<file path="src/rtl/core/b32c_pkg.sv">
`timescale 1ns / 1ps
`default_nettype none

package b32c_pkg;

  localparam int AccWidth = 12;
  localparam int CntWidth = 4;
  localparam int DataWidth = 8;
  localparam int DigitWidth = 5;
  localparam int MaxResults = 3;

  localparam logic [CntWidth-1:0] EncBits = 4'd8;
  localparam logic [CntWidth-1:0] DecBits = 4'd5;
  localparam logic [CntWidth-1:0] DigitBits = 4'd5;
  localparam logic [CntWidth-1:0] TwoDigitBits = 4'd10;
  localparam logic [CntWidth-1:0] ByteBits = 4'd8;

  localparam logic ModeEncode = 1'b0;
  localparam logic ModeDecode = 1'b1;

  localparam logic [DigitWidth:0] DecBad = 6'h20;

  typedef struct packed {
    logic [AccWidth-1:0] acc;
    logic [CntWidth-1:0] cnt;
    logic                err;
  } state_t;

  typedef struct packed {
    logic [DataWidth-1:0] value;
    logic                 has_data;
    logic                 last;
    logic                 error;
  } res_t;

  // digit to alphabet character, no I, O, Q or V
  function automatic logic [DataWidth-1:0] enc_char(input logic [DigitWidth-1:0] d);
    logic [DataWidth-1:0] c;
    case (d)
      5'd0:  c = "0";
      5'd1:  c = "1";
      5'd2:  c = "2";
      5'd3:  c = "3";
      5'd4:  c = "4";
      5'd5:  c = "5";
      5'd6:  c = "6";
      5'd7:  c = "7";
      5'd8:  c = "8";
      5'd9:  c = "9";
      5'd10: c = "A";
      5'd11: c = "B";
      5'd12: c = "C";
      5'd13: c = "D";
      5'd14: c = "E";
      5'd15: c = "F";
      5'd16: c = "G";
      5'd17: c = "H";
      5'd18: c = "J";
      5'd19: c = "K";
      5'd20: c = "L";
      5'd21: c = "M";
      5'd22: c = "N";
      5'd23: c = "P";
      5'd24: c = "R";
      5'd25: c = "S";
      5'd26: c = "T";
      5'd27: c = "U";
      5'd28: c = "W";
      5'd29: c = "X";
      5'd30: c = "Y";
      default: c = "Z";
    endcase
    return c;
  endfunction

  // character to digit, top bit flags an invalid character
  function automatic logic [DigitWidth:0] dec_char(input logic [DataWidth-1:0] v);
    logic [DataWidth-1:0] c;
    logic [DigitWidth:0]  r;
    c = v;
    if (v >= "a" && v <= "z") begin
      c = v - 8'd32;
    end
    r = DecBad;
    if (c >= "0" && c <= "9") begin
      r = {1'b0, 5'(c - "0")};
    end else begin
      case (c)
        "A": r = 6'd10;
        "B": r = 6'd11;
        "C": r = 6'd12;
        "D": r = 6'd13;
        "E": r = 6'd14;
        "F": r = 6'd15;
        "G": r = 6'd16;
        "H": r = 6'd17;
        "I": r = 6'd1;
        "J": r = 6'd18;
        "K": r = 6'd19;
        "L": r = 6'd20;
        "M": r = 6'd21;
        "N": r = 6'd22;
        "O": r = 6'd0;
        "P": r = 6'd23;
        "R": r = 6'd24;
        "S": r = 6'd25;
        "T": r = 6'd26;
        "U": r = 6'd27;
        "W": r = 6'd28;
        "X": r = 6'd29;
        "Y": r = 6'd30;
        "Z": r = 6'd31;
        default: r = DecBad;
      endcase
    end
    return r;
  endfunction

endpackage

`default_nettype wire

</file>
<file path="src/rtl/core/b32c_step.sv">
`timescale 1ns / 1ps
`default_nettype none

module b32c_step (
  input  wire logic                         mode_i,
  input  wire b32c_pkg::state_t             st_i,
  input  wire logic [b32c_pkg::DataWidth-1:0] value_i,
  input  wire logic                         last_i,
  output b32c_pkg::state_t                  st_o,
  output b32c_pkg::res_t [2:0]              res_o,
  output logic [1:0]                        n_o
);

  logic [b32c_pkg::AccWidth-1:0]   sum;
  logic [b32c_pkg::CntWidth-1:0]   cnt_t;
  logic [b32c_pkg::DigitWidth:0]   dv;
  logic                            err_new;

  always_comb begin
    st_o   = st_i;
    res_o  = '0;
    n_o    = 2'd0;
    sum    = '0;
    cnt_t  = '0;
    dv     = b32c_pkg::dec_char(value_i);
    err_new = st_i.err;

    if (mode_i == b32c_pkg::ModeEncode) begin
      if (!st_i.err) begin
        sum   = st_i.acc | ({4'b0, value_i} << st_i.cnt[2:0]);
        cnt_t = st_i.cnt + b32c_pkg::EncBits;
        res_o[0].value    = b32c_pkg::enc_char(sum[4:0]);
        res_o[0].has_data = 1'b1;
        if (cnt_t >= b32c_pkg::TwoDigitBits) begin
          res_o[1].value    = b32c_pkg::enc_char(sum[9:5]);
          res_o[1].has_data = 1'b1;
          st_o.acc = {10'b0, sum[11:10]};
          st_o.cnt = cnt_t - b32c_pkg::TwoDigitBits;
          n_o      = 2'd2;
        end else begin
          st_o.acc = {5'b0, sum[11:5]};
          st_o.cnt = cnt_t - b32c_pkg::DigitBits;
          n_o      = 2'd1;
        end
        // flush leftover bits as one zero-padded character
        if (last_i && st_o.cnt != '0) begin
          if (n_o == 2'd2) begin
            res_o[2].value    = b32c_pkg::enc_char(st_o.acc[4:0]);
            res_o[2].has_data = 1'b1;
            n_o               = 2'd3;
          end else begin
            res_o[1].value    = b32c_pkg::enc_char(st_o.acc[4:0]);
            res_o[1].has_data = 1'b1;
            n_o               = 2'd2;
          end
        end
      end
    end else begin
      err_new  = st_i.err | dv[b32c_pkg::DigitWidth];
      st_o.err = err_new;
      if (!err_new) begin
        sum   = st_i.acc | ({7'b0, dv[4:0]} << st_i.cnt[2:0]);
        cnt_t = st_i.cnt + b32c_pkg::DecBits;
        if (cnt_t >= b32c_pkg::ByteBits) begin
          res_o[0].value    = sum[7:0];
          res_o[0].has_data = 1'b1;
          st_o.acc = {8'b0, sum[11:8]};
          st_o.cnt = cnt_t - b32c_pkg::ByteBits;
          n_o      = 2'd1;
        end else begin
          st_o.acc = sum;
          st_o.cnt = cnt_t;
        end
      end
    end

    res_o[0].error = err_new;
    res_o[1].error = err_new;
    res_o[2].error = err_new;

    if (last_i) begin
      case (n_o)
        2'd0: begin
          res_o[0].last = 1'b1;
          n_o           = 2'd1;
        end
        2'd1: res_o[0].last = 1'b1;
        2'd2: res_o[1].last = 1'b1;
        default: res_o[2].last = 1'b1;
      endcase
      st_o = '0;
    end
  end

endmodule

`default_nettype wire

</file>
<file path="src/rtl/core/base32_lsb_codec.sv">
`timescale 1ns / 1ps
`default_nettype none

// Streaming Base32 codec, least significant bit first, alphabet without I, O, Q and V.
// Register mode at address 0 (0 encode, 1 decode); writing it clears the block state.
// A request is taken and its results (one to three when encoding, zero or one when
// decoding, plus an end marker on a last request that makes no data) appear from the
// next cycle on, one per cycle while the output side takes them, from a three-entry
// result buffer. The next request is taken in the cycle the last buffered result
// leaves, so encoding is paced by the characters it makes (one or two per byte, three
// with a flush, eight characters for five bytes on average) and decoding takes one
// character per cycle, as long as the output side keeps taking results.
module base32_lsb_codec (
  input  wire logic        clk_i,
  input  wire logic        rst_ni,
  input  wire logic        psel,
  input  wire logic        penable,
  input  wire logic        pwrite,
  input  wire logic [2:0]  paddr,
  input  wire logic [31:0] pwdata,
  output logic [31:0]      prdata,
  output logic             pready,
  input  wire logic        in_valid_i,
  output logic             in_ready_o,
  input  wire logic [7:0]  in_value_i,
  input  wire logic        in_last_i,
  output logic             out_valid_o,
  input  wire logic        out_ready_i,
  output logic [7:0]       out_value_o,
  output logic             out_has_data_o,
  output logic             out_last_o,
  output logic             out_error_o
);

  logic                        mode_q;
  b32c_pkg::state_t            st_q, st_d;
  b32c_pkg::res_t [2:0]        ent_q, ent_d, res;
  logic [1:0]                  rem_q, rem_d, n;
  logic                        cfg_wr, accept, pop;

  b32c_step u_step (
    .mode_i  (mode_q),
    .st_i    (st_q),
    .value_i (in_value_i),
    .last_i  (in_last_i),
    .st_o    (st_d),
    .res_o   (res),
    .n_o     (n)
  );

  assign pready = 1'b1;
  assign cfg_wr = psel && penable && pwrite && !paddr[2];
  assign prdata = paddr[2] ? 32'b0 : {31'b0, mode_q};

  assign out_valid_o = (rem_q != 2'd0);
  assign pop         = out_valid_o && out_ready_i;
  assign in_ready_o  = (rem_q == 2'd0) || ((rem_q == 2'd1) && out_ready_i);
  assign accept      = in_valid_i && in_ready_o;

  assign out_value_o    = ent_q[0].value;
  assign out_has_data_o = ent_q[0].has_data;
  assign out_last_o     = ent_q[0].last;
  assign out_error_o    = ent_q[0].error;

  always_comb begin
    ent_d = ent_q;
    rem_d = rem_q;
    if (accept) begin
      ent_d = res;
      rem_d = n;
    end else if (pop) begin
      ent_d[0] = ent_q[1];
      ent_d[1] = ent_q[2];
      rem_d    = rem_q - 2'd1;
    end
  end

  always_ff @(posedge clk_i or negedge rst_ni) begin
    if (!rst_ni) begin
      mode_q <= b32c_pkg::ModeEncode;
      st_q   <= '0;
      rem_q  <= 2'd0;
    end else begin
      rem_q <= rem_d;
      if (cfg_wr) begin
        mode_q <= pwdata[0];
        st_q   <= '0;
      end else if (accept) begin
        st_q <= st_d;
      end
    end
  end

  // result buffer payload
  always_ff @(posedge clk_i) begin
    ent_q <= ent_d;
  end

endmodule

`default_nettype wire

</file>
<file path="config.mk">
export PLATFORM = sky130hd
export DESIGN_NAME = base32_lsb_codec
export DESIGN_NICKNAME = d
export VERILOG_FILES = /design/src/rtl/core/b32c_pkg.sv /design/src/rtl/core/b32c_step.sv /design/src/rtl/core/base32_lsb_codec.sv
export SDC_FILE = /design/constraint.sdc
export NUM_CORES = 1
export LEC_CHECK = 0
export BUFFER_PORTS_ARGS = -buffer_cell sky130_fd_sc_hd__buf_2
export CORE_UTILIZATION = 50
export CTS_CLUSTER_SIZE = 28
export DETAILED_ROUTE_END_ITERATION = 7
export HOLD_SLACK_MARGIN = 0.02
export PLACE_DENSITY = 0.72
export SLEW_MARGIN = 30
export SYNTH_ARGS = -nofsm -noshare
export SYNTH_HDL_FRONTEND = slang
export SYNTH_HIERARCHICAL = 1
export SYNTH_SLANG_ARGS = --single-unit
</file>
<file path="constraint.sdc">
create_clock -name clk_i -period 6.8 [get_ports clk_i]
set_input_delay 1.7 -clock clk_i [delete_from_list [all_inputs] [get_ports clk_i]]
set_output_delay 1.7 -clock clk_i [all_outputs]
set_load 0.03 [all_outputs]
</file>
# ---- Word-level counts from Yosys, hierarchy flattened
# Memories as Yosys holds them, arrays and structs flattened. A register that Yosys moved wholly into a read port is not among the register bits.
# Index checks and enable logic that the tools add are counted.
dict set report op_classes {
  addsub 8
  n_eq_ne 30
  n_mux 45
  n_reduce_logical 22
  n_bitwise 5
  order_cmp 6
  shift 2
}
# operator count
set op_table {}
lappend op_table {{$eq 8x7->1 const B} 24}
lappend op_table {{$pmux 6 s24} 1}
lappend op_table {{$mux 16} 6}
lappend op_table {{$mux 9} 9}
lappend op_table {{$mux 17} 3}
lappend op_table {{$mux 22} 2}
lappend op_table {{$or 12x12->12} 2}
lappend op_table {{$mux 2} 11}
lappend op_table {{$shl 5x3->12} 1}
lappend op_table {{$shl 8x3->12} 1}
lappend op_table {{$mux 11} 1}
lappend op_table {{$mux 1} 10}
lappend op_table {{$logic_and 1x1->1} 9}
lappend op_table {{$ge 4x4->1 const B} 2}
lappend op_table {{$ge 8x6->1 const B} 1}
lappend op_table {{$ge 8x7->1 const B} 1}
lappend op_table {{$le 8x6->1 const B} 1}
lappend op_table {{$le 8x7->1 const B} 1}
lappend op_table {{$mux 8} 1}
lappend op_table {{$sub 4x4->4 const B} 2}
lappend op_table {{$sub 8x6->8 const B} 1}
lappend op_table {{$mux 6} 1}
lappend op_table {{$reduce_bool 2->1} 3}
lappend op_table {{$reduce_or 3->1} 2}
lappend op_table {{18 further kinds} 22}
dict set report totals {
  regBits 53
  word_cells 139
  memories 4
  romBits 896
  in_bits 51
}
# name depth word_bits read_ports rd_clocked_by_memory_dff write_ports line_no
set memory_table {}
lappend memory_table {{(name not given)} 32 7 1 0 0 b32c_pkg.sv:39} ;# case (d)
lappend memory_table {{(name not given)} 32 7 1 0 0 b32c_pkg.sv:39}
lappend memory_table {{(name not given)} 32 7 1 1 0 b32c_pkg.sv:39}
lappend memory_table {{(name not given)} 32 7 1 0 0 b32c_pkg.sv:39}

# ---- Longest topological paths before layout
# Gate-level depths: netlist of the first run.
dict set report depth {
  ltp_word 15
  mapped_depth 15
  ltp_nobuf 14
}

# ---- By module
# The synthesis of the first run kept the hierarchy.
# module instances area_each_um2 seq_area_each_um2 cells_each
set modules_own_cells {}
lappend modules_own_cells {b32c_step 1 3278.1 0.0 487}
lappend modules_own_cells {base32_lsb_codec 1 2557.5 1491.4 199}

# ---- Worst setup path after synthesis of the first run
# OpenSTA, ideal clock, no wires.
dict set report synth_timing {
  path_type {input-to-reg}
  start {input port in_value_i[5]}
  end {register ent_q[15] (netlist bit), data pin}
  slack_ns 2.287
  arrival_time_ns 4.251
  n_path_buf 1
  cell_stages 13
  t_required_ns 6.538
  cell_sequence {clkbuf_1 mux4_2 a221o_1 inv_2 mux2_2 inv_1 ha_1 nor2_1 nor3_1 nor3_1 a21oi_1 o22ai_1 mux2_1}
}
# element line_no
set synth_lines {}
lappend synth_lines {{start: declaration} base32_lsb_codec.sv:25} ;# input wire logic [7:0] in_value_i,
lappend synth_lines {{end signal: assignment} base32_lsb_codec.sv:96} ;# ent_q <= ent_d;
lappend synth_lines {{end: declaration} base32_lsb_codec.sv:37} ;# b32c_pkg::res_t [2:0] ent_q, ent_d, res;

==> results.toml, run 1 <==
[status]
status = "finished, violations left"
violations = "DRC"

[layout]
drive_above_1_share = 0.139
design_area_sq_um = 5860
area_growth_pct = 0.493
diodes = 0
fin_nets = 747

[route]
drtIter0Drc = 719
wl_microns = 15400
routedWlPerCell_microns = 19.1
dr.pass1.iters = 8
vias = 5311
via_per_inst = 6.58
detail_route.drc_violations = 1
ant_nets = 0

[placement]
io_buffer_count = 31
dp_hpwl_microns = 10900
placed_cell_area_sq_um = 5700
gp_congestion = 0.982

[clock_network]
ctsResizeCount = 0
clkSlewWorstSetupHoldPaths_ns = 0.07
cts-root-buf = "clkbuf_16"
clkLatencyLatePin_ns = 0.30
cts_tree = "done"
cts.sinks = 53
h-tree-depth = 2
cts_buffers = 5
clockBufferDepth = 2
post_cts_buffers = 0
hold_buffers = 0

[yosys]
ys_top_cells_by_count = "61 x a21oi_1, 52 x buf_4, 43 x nand2_1"
synth_most_common_cell = "a21oi_1"
synth_cell_types = 86
yosys_warnings = 6
yosysTopAreaCell = "edfxtp_1"
yosysTopAreaCellShare = 0.170
syn_avg_cell_area_sq_um = 8.51
synth.yosys.seq_area_share = 0.256
netlist_instances = 686
synth_edf_count = 33
async_flop_share = 0.377
synthTopCellsByArea = "edfxtp_1 17%, dfrtp_1 8.6%, ha_1 7.1%, buf_4 6.7%, a21oi_1 5.2%"
ys_ff_latch = 53
synth_area_sq_um = 5840
synth_flop_cell = "edfxtp_1"

[global_route]
grt_pass1_vias = 4654
grt-ovfl-total = 0
grt_max_degree = 34
grtUsageTotal = 0.257
grt_pass1_wl_microns = 24200
antenna_found_initial = 0

[critical_path]
crit_slowest_cell = "mux4_2"
crit_type = "input port to register"
cp_slowest_stage_delay_ns = 0.56
cp_cell_sequence = "buf_2, mux4_2, a221o_1, inv_2, mux2_2, inv_1, ha_1, nor2_1, nor3_1, nor3_1, a21oi_1, o22ai_1, mux2_1"
endpoint_kind = "register"
cp_data_arrival_time_ns = 4.80
crit_path_frequent_cell = "nor3_1"
cpLargestDelayFamily = "multiplexers"
start_kind = "input port"
required_ns = 6.85
cp_num_buf_inv = 3
path_max_fanout = 23

[timing]
period_share = 0.698
skew_ns = 0.0103
final-max-slew-violation-count = 0
setup_viol = 0
hold_ws_ns = 0.535
worst_slew_pin_slew_ns = 1.04
rsz0062_at_grt = "false"
fmax_mhz = 211
setup_tns_ns = 0
fin_crit_ns = 4.75
hold_viol = 0
max_slew_margin = 0.306

[die]
num_io_pins = 97
die_area_sq_um = 12100
start_util = 0.511
core_area_sq_um = 11400
dieHeight_microns = 110
num_rows = 39
die_w_microns = 110

[pwr]
p_int_mw = 1.31
p_seq_frac = 0.203
power_density_nw_per_um2 = 478
ir_drop_uv = 300
clock_power_share = 0.094
power_frac_comb = 0.703
p_switching_mw = 1.49
leakage_nw = 2.37
switching_share = 0.533

[run]
drv_cap = 0

[min_path]
holdCritPathClass = "register to register"
## final timing paths
kind,from,to,slack (ns),cells past startpoint
min,ent_q[27],ent_q[16],0.54,1
min in group asynchronous,rst_ni,st_q[8],1.37,1
max,in_value_i[2],ent_q[15],2.05,13
min reg2reg,ent_q[27],ent_q[16],0.54,1
max reg2reg,st_q[1],out_last_o,2.30,15
max in group asynchronous,rst_ni,st_q[7],5.08,1
## stage by stage
stage | util | total power, mW | cells | worst slack [ns]
2_1_floorplan | - | 2.12 | 720 | 2.29
3_3_place_gp | 0.499 | 2.42 | 799 | 1.84
3_5_place_dp | 0.499 | 2.49 | 799 | 1.78
4_1_cts | 0.512 | 2.76 | 807 | 1.97
5_1_grt | 0.514 | 3.00 | 807 | 1.84
6_report | 0.514 | 2.80 | 807 | 2.05
## power by group through the flow
stage	clock network (mW)	registers, mW	logic (mW)
floorplan	0	0.528	1.60
CTS	0.269	0.567	1.92
global placement	0	0.569	1.85
finish	0.264	0.568	1.97
detailed placement	0	0.574	1.91
global route	0.278	0.582	2.14
## area by class of cell
| type | count | area, sq um |
|---|---|---|
| fill | 1119 | 5550 |
| timing repair buffer | 36 | 193 |
| clock inverter | 3 | 25.0 |
| sequential | 53 | 1490 |
| tap | 143 | 179 |
| clock buffer | 5 | 125 |
| multi-input combinational | 539 | 3740 |
| inverter | 28 | 108 |
## sequential cells by signal, summed over array words and instances (netlist names)
signal / count
ent_q: 22
st_q: 17
out_value_o: 8
rem_q: 2
mode_q: 1
out_error_o: 1
out_has_data_o: 1
out_last_o: 1
## routing by layer
metal | part of all wire | vias up | track usage | wire length, microns
li1 | - | 2422 | - | -
met1 | 0.44 | 2546 | 0.352 | 6720
met2 | 0.47 | 308 | 0.415 | 7260
met3 | 0.073 | 35 | 0.0376 | 1130
met4 | 0.019 | 0 | 0.0810 | 297
met5 | 0 | - | 0 | 0
## placed cells by master (no fill, tap or decap), drive strengths merged, types with 8 or more instances in the layout
master / Yosys / final
edfxtp: 33 / 33
inv: 26 / 27
o22ai: 9 / 9
ha: 33 / 33
nand2: 44 / 44
nor3: 21 / 21
a22oi: 15 / 15
a22o: 8 / 8
buf: 83 / 36
dfrtp: 20 / 20
nor2: 41 / 41
nand3: 26 / 26
o21ai: 53 / 53
a21oi: 63 / 63
conb: 3 / 37
o211ai: 11 / 11
mux2: 34 / 34
## cell families after synthesis
group           after synthesis  share of synthesized area
xor+xnor                      9                     0.0135
flops                        53                      0.256
buf+inv                     128                      0.127
compound gates              234                      0.271
mux                          46                      0.107
fa+ha+maj                    34                     0.0725
simple gates                179                      0.151
other cells                   3                    0.00193
Note: power is estimated with default switching activity, not from simulation.
==> inputs of run 2 (changes only) <==
--- a/config.mk
+++ b/config.mk
@@ -10,7 +10,7 @@
 export CTS_CLUSTER_SIZE = 28
 export DETAILED_ROUTE_END_ITERATION = 7
 export HOLD_SLACK_MARGIN = 0.02
-export PLACE_DENSITY = 0.72
+export PLACE_DENSITY = 0.75
 export SLEW_MARGIN = 30
 export SYNTH_ARGS = -nofsm -noshare
 export SYNTH_HDL_FRONTEND = slang
==> constraint.sdc (replaced) <==
create_clock -name clk_i -period 4.3 [get_ports clk_i]
set_input_delay 1.075 -clock clk_i [delete_from_list [all_inputs] [get_ports clk_i]]
set_output_delay 1.075 -clock clk_i [all_outputs]
set_load 0.03 [all_outputs]
==> results.toml, run 2 (synthesized netlist as in run 1, its figures left out) <==
[status]
status = "finished clean"

[route]
detail_route.drc_violations = 0
vias = 5379
via_per_inst = 6.52
ant_nets = 0
wl_microns = 15400
drtIter0Drc = 540
dr.pass1.iters = 5
routedWlPerCell_microns = 18.6

[global_route]
use_met1 = 0.350
grt_pass1_wl_microns = 24900
antenna_found_initial = 0
use_met2 = 0.431
busiest_layer = "met2"
grt-ovfl-total = 0
grtUsageTotal = 0.263
gr-usage-met3 = 0.0323
grt_pass1_vias = 4861
grt_max_degree = 30

[critical_path]
endpoint_kind = "register"
path_max_fanout = 9
cp_data_arrival_time_ns = 3.91
required_ns = 4.36
start_kind = "input port"
crit_type = "input port to register"

[clock_network]
clkSlewWorstSetupHoldPaths_ns = 0.08
cts_buffers = 5
clkLatencyLatePin_ns = 0.30
ctsResizeCount = 0
clockBufferDepth = 2
post_cts_buffers = 0
cts.sinks = 53
hold_buffers = 0
cts-root-buf = "clkbuf_16"
h-tree-depth = 2
cts_tree = "done"

[placement]
gp_congestion = 0.935
dp_hpwl_microns = 11100
io_buffer_count = 31
placedCellCount = 817
dp_worst_setup_slack_ns = 0.167

[timing]
hold_viol = 0
hold_ws_ns = 0.541
rsz0062_at_grt = "false"
period_share = 0.895
final-max-slew-violation-count = 0
skew_ns = 0.0124
max_slew_margin = 0.436
setup_tns_ns = 0
setup_viol = 0
setup_slack_ns = 0.450
fmax_mhz = 260
fin_crit_ns = 3.85
worst_slew_pin_slew_ns = 0.843

[layout]
area_growth_pct = 2.57
final_cell_mix = "61 x a21oi_1, 43 x nand2_1, 41 x nor2_1"
fill_cells = 1069
layout_commonest_cell = "a21oi_1"
largest_register_ffs = 22
diodes = 0
fin_cells = 825
fin_nets = 765
regMostFlops = "ent_q"
drive_above_1_share = 0.160

[die]
die_area_sq_um = 12100
dieHeight_microns = 110
die_w_microns = 110
num_io_pins = 97
num_rows = 39
start_util = 0.511
core_area_sq_um = 11400

[pwr]
finalPower_mw = 4.54
clock_power_share = 0.091
p_seq_frac = 0.195
ir_drop_uv = 423
leakage_nw = 2.45
power_density_nw_per_um2 = 758
p_switching_mw = 2.37
switching_share = 0.523
p_int_mw = 2.16
power_frac_comb = 0.714

[min_path]
holdCritPathClass = "register to register"

[run]
drv_cap = 0
[run 2: cell types whose count changed in the layout (fill, tap and decap cells not counted), sizes merged]
| cell | previous run | this run |
|---|---|---|
| buf | 36 | 54 |
[run 2: through the flow]
stage / cell area (sq um) / utilization
5_1_grt: 5990 / 0.524
4_1_cts: 5990 / 0.524
3_5_place_dp: 5840 / 0.511
6_report: 5990 / 0.524
2_1_floorplan: 5960 / -
3_3_place_gp: 5840 / 0.511
[run 2: power groups by stage]
stage	registers [mW]	clock network (mW)	logic [mW]
after global placement	0.880	0	3.07
after CTS	0.883	0.418	3.17
after floorplan	0.834	0	2.53
final	0.886	0.413	3.24
after global routing	0.910	0.432	3.53
after detailed placement	0.892	0	3.16
[run 2: critical path, cell delays in order]
cell and delay (ns):
buf_2 0.16, mux2_1 0.34, mux4_2 0.52, or2_0 0.38, inv_1 0.20, ha_1 0.17, mux2_4 0.13, o22ai_1 0.07
a211oi_1 0.41, o22ai_1 0.14, mux2_1 0.30
[run 2: area by class of cell]
type / count / area [sq um] / share of cell area
multi-input combinational: 539 / 3730 / 0.623
sequential: 53 / 1490 / 0.249
timing repair buffer: 54 / 328 / 0.0548
tap: 143 / 179 / 0.0299
clock buffer: 5 / 125 / 0.0209
inverter: 28 / 108 / 0.0180
clock inverter: 3 / 25.0 / 0.00418
[run 2: worst paths after layout]
check | startpoint | to | slack, ns | depth (start not counted)
worst max-delay path | in_value_i[0] | ent_q[15] | 0.45 | 11
worst min-delay path | ent_q[28] | ent_q[17] | 0.54 | 1
worst max register to register | st_q[2] | ent_q[15] | 0.65 | 11
worst min register to register | ent_q[28] | ent_q[17] | 0.54 | 1
max in group asynchronous | rst_ni | rem_q[0] | 3.23 | 1
min in group asynchronous | rst_ni | st_q[8] | 0.73 | 1
[run 2: per-layer routing]
layer | routed length (microns) | share of wire
met5 | 0 | 0
met4 | 629 | 0.041
met3 | 1020 | 0.067
met2 | 7050 | 0.46
met1 | 6660 | 0.43
==> inputs of run 3 (changes only) <==
--- a/config.mk
+++ b/config.mk
@@ -5,6 +5,7 @@
 export SDC_FILE = /design/constraint.sdc
 export NUM_CORES = 1
 export LEC_CHECK = 0
+export ABC_AREA = 1
 export BUFFER_PORTS_ARGS = -buffer_cell sky130_fd_sc_hd__buf_2
 export CORE_UTILIZATION = 50
 export CTS_CLUSTER_SIZE = 28
==> results.toml, run 3 <==
[yosys]
ys_top_cells_by_count = "259 x nand2_1, 77 x inv_1, 66 x nand3_1"
netlist_instances = 845
yosysTopAreaCell = "edfxtp_1"
synth_most_common_cell = "nand2_1"
ys_ff_latch = 53
yosys_warnings = 6
synth_edf_count = 33
syn_avg_cell_area_sq_um = 6.79
synth_area_sq_um = 5740
synth.yosys.seq_area_share = 0.260
yosysTopAreaCellShare = 0.173
synthTopCellsByArea = "edfxtp_1 17%, nand2_1 17%, dfrtp_1 8.7%, ha_1 7.2%, buf_4 6.8%"
synth_flop_cell = "edfxtp_1"
synth_cell_types = 56
async_flop_share = 0.377

[layout]
final_cell_mix = "258 x nand2_1, 77 x inv_1, 66 x nand3_1"
layout_commonest_cell = "nand2_1"
fin_nets = 933
largest_register_ffs = 22
final_util = 0.532
fin_cells = 990
area_growth_pct = 2.31
design_area_sq_um = 5870
regMostFlops = "ent_q"
drive_above_1_share = 0.119
diodes = 0

[die]
num_io_pins = 97
dieHeight_microns = 109
core_area_sq_um = 11000
die_area_sq_um = 11900
die_w_microns = 109
start_util = 0.520
num_rows = 38

[placement]
placedCellCount = 982
placed_cell_area_sq_um = 5720
dp_hpwl_microns = 10200
gp_congestion = 0.915
io_buffer_count = 31

[min_path]
holdCritPathClass = "register to register"

[status]
status = "finished clean"

[pwr]
ir_drop_uv = 482
leakage_nw = 2.87
power_density_nw_per_um2 = 847

[global_route]
grt_pass1_vias = 4814
grt-ovfl-total = 0
antenna_found_initial = 0
grt_pass1_wl_microns = 22900
grtUsageTotal = 0.243
grt_max_degree = 44

[route]
drtIter0Drc = 671
ant_nets = 0
wl_met2_microns = 6430
top_layer = "met4"
wl_met3_microns = 1120
wl_met1_microns = 6120
routedWlPerCell_microns = 14.0
detail_route.drc_violations = 0
dr.pass1.iters = 6
wl_microns = 13900
vias = 5422
via_per_inst = 5.48

[timing]
rsz0062_at_grt = "false"
hold_ws_ns = 0.505
worst_slew_pin_slew_ns = 0.756
final-max-slew-violation-count = 0
period_share = 0.854
skew_ns = 0.00297
setup_viol = 0
setup_tns_ns = 0
hold_viol = 0
max_slew_margin = 0.496
fin_crit_ns = 3.67
fmax_mhz = 272

[clock_network]
clkLatencyLatePin_ns = 0.30
cts_tree = "done"
clockBufferDepth = 2
ctsResizeCount = 0
cts_buffers = 5
clkSlewWorstSetupHoldPaths_ns = 0.07
h-tree-depth = 2
post_cts_buffers = 0
cts-root-buf = "clkbuf_16"
cts.sinks = 53
hold_buffers = 0

[critical_path]
endpoint_kind = "register"
crit_type = "input port to register"
required_ns = 4.36
cp_data_arrival_time_ns = 3.73
start_kind = "input port"
path_max_fanout = 10

[run]
drv_cap = 0
-- run 3: final cells by class --
type	instances	area, sq um
fillers	1122	5160
multi-input cells	657	3480
flip-flops and latches	53	1490
inverters	90	340
repair buffers	42	238
well taps	140	175
clock buffers	5	125
clock inverters	3	25.0
-- run 3: cells by family after synthesis --
group           Yosys count  synth area share
compound gates          151             0.164
xor+xnor                  4           0.00610
fa+ha+maj                33            0.0719
buf+inv                 169             0.157
flops                    53             0.260
mux                       2           0.00349
other cells               3           0.00196
simple gates            430             0.336
-- run 3: path summary, 6_finish.rpt --
path / start / to / slack (ns) / cells after the start
min in group asynchronous: rst_ni / mode_q / 0.74 / 1
max in group asynchronous: rst_ni / st_q[7] / 3.22 / 1
max: in_value_i[3] / ent_q[16] / 0.63 / 17
min reg2reg: rem_q[1] / rem_q[1] / 0.51 / 2
max reg2reg: st_q[1] / ent_q[16] / 0.77 / 14
min: rem_q[1] / rem_q[1] / 0.51 / 2
-- run 3: stage by stage --
stage	total power [mW]	setup slack (ns)
global placement	4.48	0.325
CTS	4.95	0.620
global route	5.48	0.393
floorplan	3.77	0.763
finish	4.97	0.629
detailed placement	4.51	0.296
-- run 3: critical path, cell delays in order --
cell	delay (ns)
buf_2	0.21
inv_4	0.06
nand2_1	0.05
o21ai_1	0.09
nand2_1	0.08
o21ai_0	0.10
o211ai_1	0.46
inv_1	0.13
o21ai_2	0.30
inv_1	0.21
ha_1	0.25
o311ai_1	0.30
o22ai_1	0.11
nand2_1	0.07
o21ai_1	0.07
nand2_1	0.09
nand2_1	0.06
-- run 3: metal layers --
layer | up-vias | global-route usage
met5 | - | 0
met4 | 0 | 0.0550
met3 | 24 | 0.0317
met2 | 236 | 0.399
met1 | 2434 | 0.336
li1 | 2728 | -
-- run 3: power breakdown --
| part | switching [mW] | internal, mW |
|---|---|---|
| combinational | 2.46 | 1.14 |
| sequential | 0.142 | 0.809 |
| clock | 0.202 | 0.221 |
| total | 2.80 | 2.17 |
